==> src/sv/maf_pkg.sv <==
// Shared constants and state types for the moving average filter.
package maf_pkg;

  localparam int SAMPLE_W       = 32;
  localparam int WL_W           = 6;
  localparam int MAX_WINDOW_DEF = 32;
  localparam logic [WL_W-1:0] WINDOW_RESET = 6'd20;

  typedef enum logic [1:0] {
    ST_IDLE,
    ST_READ,
    ST_DIV,
    ST_LOAD
  } ctl_state_t;

  typedef enum logic [1:0] {
    DIV_IDLE,
    DIV_ABS,
    DIV_RUN,
    DIV_SIGN
  } div_state_t;

endpackage

==> src/sv/maf_ram.sv <==
// Generic single-write, single-read RAM with registered read data.
module maf_ram
  import maf_pkg::*;
#(
  parameter int WIDTH = SAMPLE_W,
  parameter int DEPTH = MAX_WINDOW_DEF,
  localparam int AddrW = (DEPTH > 1) ? $clog2(DEPTH) : 1
) (
  input  logic             clk,
  input  logic             we,
  input  logic [AddrW-1:0] waddr,
  input  logic [WIDTH-1:0] wdata,
  input  logic             re,
  input  logic [AddrW-1:0] raddr,
  output logic [WIDTH-1:0] rdata_r
);

  logic [WIDTH-1:0] mem [DEPTH];

  // write port
  always_ff @(posedge clk) begin
    if (we) begin
      mem[waddr] <= wdata;
    end
  end

  // registered read port
  always_ff @(posedge clk) begin
    if (re) begin
      rdata_r <= mem[raddr];
    end
  end

endmodule

==> src/sv/maf_divider.sv <==
// Bit-serial signed-by-unsigned divider, one quotient bit per cycle, truncating toward zero.
module maf_divider
  import maf_pkg::*;
#(
  parameter int SUM_W = 38,
  parameter int CNT_W = 6
) (
  input  logic                clk,
  input  logic                rst_n,
  input  logic                start,
  input  logic [SUM_W-1:0]    dividend,
  input  logic [CNT_W-1:0]    divisor,
  output logic                done_r,
  output logic [SAMPLE_W-1:0] quo_r
);

  localparam int StepW = $clog2(SUM_W + 1);
  localparam logic [StepW-1:0] STEPS = StepW'(SUM_W);
  localparam logic [StepW-1:0] ONE   = StepW'(1);

  div_state_t        state_r, state_nxt;
  logic [SUM_W-1:0]  dvd_r, dvd_nxt;
  logic [CNT_W-1:0]  rem_r, rem_nxt;
  logic [CNT_W-1:0]  dsr_r, dsr_nxt;
  logic              neg_r, neg_nxt;
  logic [StepW-1:0]  cnt_r, cnt_nxt;
  logic              done_nxt;
  logic [SAMPLE_W-1:0] quo_nxt;
  logic [CNT_W:0]    partial;
  logic [CNT_W:0]    diff;
  logic              ge;

  // one restoring step: bring down the next dividend bit and trial-subtract
  assign partial = {rem_r, dvd_r[SUM_W-1]};
  assign ge      = (partial >= {1'b0, dsr_r});
  assign diff    = partial - {1'b0, dsr_r};

  always_comb begin
    state_nxt = state_r;
    dvd_nxt   = dvd_r;
    rem_nxt   = rem_r;
    dsr_nxt   = dsr_r;
    neg_nxt   = neg_r;
    cnt_nxt   = cnt_r;
    done_nxt  = 1'b0;
    quo_nxt   = quo_r;
    case (state_r)
      DIV_IDLE: begin
        if (start) begin
          dvd_nxt   = dividend;
          dsr_nxt   = divisor;
          state_nxt = DIV_ABS;
        end
      end
      DIV_ABS: begin
        // take the magnitude, remember the sign
        neg_nxt   = dvd_r[SUM_W-1];
        dvd_nxt   = dvd_r[SUM_W-1] ? (~dvd_r + SUM_W'(1)) : dvd_r;
        rem_nxt   = '0;
        cnt_nxt   = STEPS;
        state_nxt = DIV_RUN;
      end
      DIV_RUN: begin
        rem_nxt = ge ? diff[CNT_W-1:0] : partial[CNT_W-1:0];
        dvd_nxt = {dvd_r[SUM_W-2:0], ge};
        cnt_nxt = cnt_r - ONE;
        if (cnt_r == ONE) begin
          state_nxt = DIV_SIGN;
        end
      end
      DIV_SIGN: begin
        // restore the sign of the quotient
        quo_nxt   = neg_r ? (~dvd_r[SAMPLE_W-1:0] + SAMPLE_W'(1)) : dvd_r[SAMPLE_W-1:0];
        done_nxt  = 1'b1;
        state_nxt = DIV_IDLE;
      end
      default: begin
        state_nxt = DIV_IDLE;
      end
    endcase
  end

  always_ff @(posedge clk) begin
    if (!rst_n) begin
      state_r <= DIV_IDLE;
      done_r  <= 1'b0;
    end else begin
      state_r <= state_nxt;
      done_r  <= done_nxt;
    end
    dvd_r <= dvd_nxt;
    rem_r <= rem_nxt;
    dsr_r <= dsr_nxt;
    neg_r <= neg_nxt;
    cnt_r <= cnt_nxt;
    quo_r <= quo_nxt;
  end

endmodule

==> src/sv/moving_average_filter.sv <==
// Each accepted sample is read from the store, added into the 38-bit running sum (depth 32) and divided.
// The next sample is accepted only once the previous mean is in the result register; the
// bit-serial divider, resolving one quotient bit of the running sum per cycle, sets the pace.
// The result register frees the input side while a finished beat waits downstream.
// Reset (rst_n low, synchronous): window length 20, sum, write position and fill count
// cleared; stored samples are ignored until rewritten, so no clearing pass is needed.
module moving_average_filter
  import maf_pkg::*;
#(
  parameter int MAX_WINDOW = MAX_WINDOW_DEF
) (
  input  logic                       clk,
  input  logic                       rst_n,
  input  logic                       in_valid,
  output logic                       in_ready,
  input  logic signed [SAMPLE_W-1:0] in_sample,
  output logic                       out_valid,
  input  logic                       out_ready,
  output logic signed [SAMPLE_W-1:0] out_average,
  output logic                       out_window_full,
  input  logic                       cfg_valid,
  output logic                       cfg_ready,
  input  logic [WL_W-1:0]            cfg_window_length
);

  localparam int AddrW = (MAX_WINDOW > 1) ? $clog2(MAX_WINDOW) : 1;
  localparam int CntW  = $clog2(MAX_WINDOW + 1);
  localparam int SumW  = SAMPLE_W + $clog2(MAX_WINDOW) + 1;
  localparam logic [CntW-1:0] CNT_ONE = CntW'(1);
  localparam logic [CntW-1:0] CNT_MAX = CntW'(MAX_WINDOW);

  ctl_state_t            state_r, state_nxt;
  logic [WL_W-1:0]       wl_r, wl_nxt;
  logic [SumW-1:0]       sum_r, sum_nxt;
  logic [AddrW-1:0]      wp_r, wp_nxt;
  logic [CntW-1:0]       fill_r, fill_nxt;
  logic [SAMPLE_W-1:0]   smp_r, smp_nxt;
  logic                  full_r, full_nxt;
  logic                  out_valid_r, out_valid_nxt;
  logic [SAMPLE_W-1:0]   avg_r, avg_nxt;
  logic                  wfull_r, wfull_nxt;

  logic [CntW-1:0]       win;
  logic [CntW-1:0]       wp_ext;
  logic [AddrW-1:0]      wp_eff;
  logic [CntW-1:0]       wp_inc;
  logic [SAMPLE_W-1:0]   old_smp;
  logic [SAMPLE_W-1:0]   ram_rdata;
  logic                  ram_re;
  logic                  ram_we;
  logic                  div_start;
  logic                  div_done;
  logic [SAMPLE_W-1:0]   div_quo;
  logic                  in_fire;
  logic                  cfg_fire;
  logic                  out_free;

  // clamp the window length to 1 .. MAX_WINDOW
  always_comb begin
    if (wl_r == '0) begin
      win = CNT_ONE;
    end else if (32'(wl_r) > 32'(MAX_WINDOW)) begin
      win = CNT_MAX;
    end else begin
      win = CntW'(wl_r);
    end
  end

  assign wp_ext  = CntW'(wp_r);
  assign wp_eff  = (wp_ext >= win) ? '0 : wp_r;
  assign wp_inc  = CntW'(wp_r) + CNT_ONE;
  // an entry not yet written since the last clear reads as zero
  assign old_smp = (wp_ext < fill_r) ? ram_rdata : '0;

  assign cfg_ready = 1'b1;
  assign cfg_fire  = cfg_valid && cfg_ready;
  assign in_ready  = (state_r == ST_IDLE);
  assign in_fire   = in_valid && in_ready;
  assign out_free  = !out_valid_r || out_ready;

  // sequence one sample: read old entry, update sum, divide, hand over
  always_comb begin
    state_nxt     = state_r;
    wl_nxt        = wl_r;
    sum_nxt       = sum_r;
    wp_nxt        = wp_r;
    fill_nxt      = fill_r;
    smp_nxt       = smp_r;
    full_nxt      = full_r;
    out_valid_nxt = out_valid_r;
    avg_nxt       = avg_r;
    wfull_nxt     = wfull_r;
    ram_re        = 1'b0;
    ram_we        = 1'b0;
    div_start     = 1'b0;

    if (out_valid_r && out_ready) begin
      out_valid_nxt = 1'b0;
    end

    case (state_r)
      ST_IDLE: begin
        if (in_fire) begin
          smp_nxt   = in_sample;
          wp_nxt    = wp_eff;
          ram_re    = 1'b1;
          state_nxt = ST_READ;
        end
      end
      ST_READ: begin
        ram_we    = 1'b1;
        div_start = 1'b1;
        sum_nxt   = sum_r - {{(SumW-SAMPLE_W){old_smp[SAMPLE_W-1]}}, old_smp}
                          + {{(SumW-SAMPLE_W){smp_r[SAMPLE_W-1]}}, smp_r};
        wp_nxt    = (wp_inc >= win) ? '0 : wp_inc[AddrW-1:0];
        fill_nxt  = (fill_r < win) ? (fill_r + CNT_ONE) : fill_r;
        full_nxt  = (fill_nxt >= win);
        state_nxt = ST_DIV;
      end
      ST_DIV: begin
        if (div_done) begin
          state_nxt = ST_LOAD;
        end
      end
      ST_LOAD: begin
        if (out_free) begin
          out_valid_nxt = 1'b1;
          avg_nxt       = div_quo;
          wfull_nxt     = full_r;
          state_nxt     = ST_IDLE;
        end
      end
      default: begin
        state_nxt = ST_IDLE;
      end
    endcase

    // a window write restarts the averaging
    if (cfg_fire) begin
      wl_nxt   = cfg_window_length;
      sum_nxt  = '0;
      wp_nxt   = '0;
      fill_nxt = '0;
    end
  end

  always_ff @(posedge clk) begin
    if (!rst_n) begin
      state_r     <= ST_IDLE;
      wl_r        <= WINDOW_RESET;
      sum_r       <= '0;
      wp_r        <= '0;
      fill_r      <= '0;
      out_valid_r <= 1'b0;
    end else begin
      state_r     <= state_nxt;
      wl_r        <= wl_nxt;
      sum_r       <= sum_nxt;
      wp_r        <= wp_nxt;
      fill_r      <= fill_nxt;
      out_valid_r <= out_valid_nxt;
    end
    smp_r   <= smp_nxt;
    full_r  <= full_nxt;
    avg_r   <= avg_nxt;
    wfull_r <= wfull_nxt;
  end

  maf_ram #(
    .WIDTH (SAMPLE_W),
    .DEPTH (MAX_WINDOW)
  ) u_store (
    .clk     (clk),
    .we      (ram_we),
    .waddr   (wp_r),
    .wdata   (smp_r),
    .re      (ram_re),
    .raddr   (wp_eff),
    .rdata_r (ram_rdata)
  );

  maf_divider #(
    .SUM_W (SumW),
    .CNT_W (CntW)
  ) u_div (
    .clk      (clk),
    .rst_n    (rst_n),
    .start    (div_start),
    .dividend (sum_nxt),
    .divisor  (fill_nxt),
    .done_r   (div_done),
    .quo_r    (div_quo)
  );

  assign out_valid       = out_valid_r;
  assign out_average     = avg_r;
  assign out_window_full = wfull_r;

endmodule

==> config.mk <==
export PLATFORM = sky130hd
export DESIGN_NAME = moving_average_filter
export DESIGN_NICKNAME = d
export VERILOG_FILES = /design/src/sv/maf_pkg.sv /design/src/sv/maf_ram.sv /design/src/sv/maf_divider.sv /design/src/sv/moving_average_filter.sv
export SDC_FILE = /design/constraint.sdc
export NUM_CORES = 2
export LEC_CHECK = 0
export BUFFER_PORTS_ARGS = -buffer_cell sky130_fd_sc_hd__buf_2
export CORE_MARGIN = 4
export CORE_UTILIZATION = 45
export CTS_CLUSTER_SIZE = 28
export DETAILED_ROUTE_END_ITERATION = 12
export GPL_TIMING_DRIVEN = 0
export PLACE_DENSITY_LB_ADDON = 0.08
export SKIP_CTS_REPAIR_TIMING = 1
export SLEW_MARGIN = 40
export SYNTH_ARGS = -nofsm -noshare
export SYNTH_HDL_FRONTEND = slang
export SYNTH_SLANG_ARGS = --single-unit
==> constraint.sdc <==
create_clock -name clk -period 7.3 [get_ports clk]
set_clock_uncertainty 0.05 [all_clocks]
set_input_delay 2.19 -clock clk [delete_from_list [all_inputs] [get_ports clk]]
set_output_delay 2.19 -clock clk [all_outputs]
set_load 0.02 [all_outputs]
==> run_results.csv <==
group,metric,value,unit
detailed_routing,wl_per_cell,25.63,um
detailed_routing,vias_per_cell,5.708,
timing,relSlewSlack,0.3812,
outcome,run_status,"finished clean",
setup_path,r2r_end,"u_store.rdata_r[10]",
finish,final_nets,4588,
timing,finalHoldViolCount,0,
setup_path,regToRegSetupSlack,0.67,ns
synthesis,yosysMostFrequentCell,"edfxtp_1",
synthesis,syn_inst,4065,
synthesis,synth_nets,4233,
die,die_height,356.3,um
detailed_routing,drt_iter0_drc,3897,
timing,worst_pin_slew,0.9212,ns
die,ios,79,
synthesis,yosys_warnings,0,
timing,timing.hold.ws,0.3656,ns
timing,period_needed,6.630,ns
synthesis,yosysUniqueCellTypes,80,
setup_path,reg2reg_from,"wp_r[0]",
grt,overflow,0,
clock_tree,clkTransAtPathRegs,0.06,ns
setup_path,end_kind,"register",
finish,postLayoutCoreUtil,0.5303,
synthesis,synth-async-reset-ratio,0,
die,num_rows,127,
place,io_buffers,76,
synthesis,synthTopCellsByArea,"edfxtp_1, nand2_1, dfxtp_1",
timing,setup-violations-final,0,
run,maxCapViolations,0,
hold_path,min-delay-start,"u_div.quo_r[10]",
detailed_routing,ant_nets,0,
clock_tree,clock_latency,0.77,ns
synthesis,synth_top_area_frac,0.6663,
hold_path,hold_end,"out_average[10]",
pwr,power.total,22.22,mW
grt,grt_max_degree,34,
timing,slew_viol_final,0,
die,fp.dieW,356.3,um
hold_path,whs_path_depth,0,
grt,antenna_found_initial,1,
setup_path,crit_required,7.65,ns
detailed_routing,wl,157.1,mm
grt,grt_pass1_wl,229.3,mm
place,gp_congestion,0.9055,
setup_path,crit_type,"reg2reg",
synthesis,ys_seq_elements,1272,
synthesis,synth_area,54580,um^2
pwr,leakage,21.27,nW
pwr,power_density,348.8,nW/um^2
finish,final_area,63710,um^2
place,dp_hpwl,116.2,mm
synthesis,synth.yosys.seq_area_share,0.6887,
place,placed_cell_area,59550,um^2
synthesis,synth_top_flop_cell,"edfxtp_1",
clock_tree,clock_path_buffers,3,
clock_tree,htree_num_levels,4,
timing,fmax,150.8,MHz
detailed_routing,drc,0,
detailed_routing,drtPass1Iterations,6,
setup_path,start_kind,"register",
die,dieArea,126900,um^2
timing,rsz0062_at_grt,"false",
grt,grt_pass1_vias,34200,
clock_tree,clock-sinks,1272,
place,dp.cells,5892,
die,core,120100,um^2
die,start_util,0.4543,
timing,setup_tns,0,ns
timing,fin_crit_sh,0.9082,
setup_path,reg2reg_depth,15,
synthesis,yosys-top-cells-count,"edfxtp_1, nand2_1, nor2_1, o21ai_0, clkbuf_1",
clock_tree,numCtsBuffers,137,
setup_path,crit_arrival,6.98,ns
synthesis,synth_edf_count,1211,
hold_path,hold_class,"reg2reg",
finish,area_growth,16.73,%
place,dpl_worst_slack,0.4222,ns
pwr,vdd_drop_max,248.7,uV
clock_tree,clock-root-buffer,"clkbuf_16",
setup_path,cp_max_fo,12,
detailed_routing,via_count,34980,
grt,grtUsageTotal,0.2461,
clock_tree,cts_tree,"built",
timing,setup_slack,0.6699,ns
synthesis,yosysTopAreaCell,"edfxtp_1",
finish,stdcell_count,6129,
synthesis,avgSynthCellArea,13.43,um^2
finish,drive_gt1_frac,0.1366,
[state kept, by name, indices dropped and copies added (netlist names)]
name,flops
out_valid,1
u_store.mem,1024
u_div.quo_r,32
u_div.done_r,1
out_average,32
wl_r,6
wp_r,5
u_store.rdata_r,32
u_div.dsr_r,6
u_div.rem_r,6
u_div.dvd_r,38
state_r,2
full_r,1
fill_r,6
smp_r,32
u_div.cnt_r,6
u_div.state_r,2
sum_r,38
out_window_full,1
u_div.neg_r,1
[critical path, stage by stage (launching register included)]
cell and delay [ns]:
dfxtp_1 0.52, inv_1 0.29, clkbuf_1 0.58, clkbuf_2 0.48, clkbuf_2 0.46, ha_1 0.32, nand2b_1 0.15, a21o_1 0.17
a21o_1 0.19, a41o_1 0.23, buf_2 0.23, nor2_1 0.61, clkbuf_1 0.46, o21ai_1 0.34, nor3_1 0.82, o211ai_1 0.35
[cell type report]
| class | count | area (um^2) |
|---|---|---|
| fillers | 10260 | 56420 |
| repair buffers | 216 | 2608 |
| plain buffers | 268 | 1075 |
| flip-flops and latches | 1272 | 37590 |
| clock buffers | 168 | 3545 |
| well taps | 1612 | 2017 |
| clock inverters | 67 | 589.3 |
| multi-input cells | 2339 | 15590 |
| inverters | 186 | 698.2 |
| diodes | 1 | 2.502 |
[placed cells by master (no fill, tap or decap), types with 32 or more instances in the layout]
master	synthesis	final
edfxtp_1	1211	1211
nand2_1	337	333
nor2_1	288	254
clkbuf_1	208	232
o21ai_0	223	223
o22ai_1	193	193
inv_1	184	184
a21oi_1	158	158
clkbuf_16	0	137
o221ai_1	128	128
buf_2	42	120
ha_1	87	86
xnor2_1	81	81
mux2_2	72	72
o211ai_1	69	69
buf_6	0	64
dfxtp_1	61	61
mux2i_1	60	60
nor2b_1	58	57
nand3_1	55	55
o21ai_1	52	52
and2_1	50	50
buf_8	0	42
a31oi_1	41	41
fa_1	38	38
a211oi_1	37	36
nor2_4	0	33
a2111oi_0	32	32
[how the worst max path moves through the flow]
| stage | depth (start not counted) | to | startpoint |
|---|---|---|---|
| finish | 15 | u_store.rdata_r[10] | wp_r[0] |
| global route | 18 | u_store.rdata_r[10] | wp_r[0] |
| CTS | 17 | u_store.rdata_r[28] | wp_r[0] |
| detailed placement | 17 | u_store.rdata_r[28] | wp_r[0] |
| global placement | 7 | wp_r[2] | in_valid |
| floorplan | 6 | wp_r[2] | in_valid |
[per-layer routing]
metal | vias up | wire length [um] | GRT usage | part of all wire
li1 | 16100 | - | - | -
met1 | 17340 | 70200 | 0.3602 | 0.45
met2 | 1333 | 70070 | 0.3779 | 0.45
met3 | 210 | 11980 | 0.04176 | 0.076
met4 | 0 | 4857 | 0.07638 | 0.031
met5 | - | 0 | 0 | 0
[kinds of logic after synthesis]
kind of cell / after synthesis / share of synthesized area
flip-flops: 1272 / 0.6887
AO/OA/AOI/OAI: 1059 / 0.1266
AND/OR/NAND/NOR: 918 / 0.07593
buffers and inverters: 454 / 0.03226
multiplexers: 132 / 0.02586
adder cells (fa/ha/maj): 125 / 0.03388
XOR/XNOR: 104 / 0.01669
other: 1 / 0.00006871
[power by group]
part	internal, mW	total (mW)	switching, mW
clock	3.70	6.53	2.83
combinational	2.17	6.36	4.19
sequential	8.95	9.33	0.380
No activity file was read; power rests on OpenSTA's default activity.
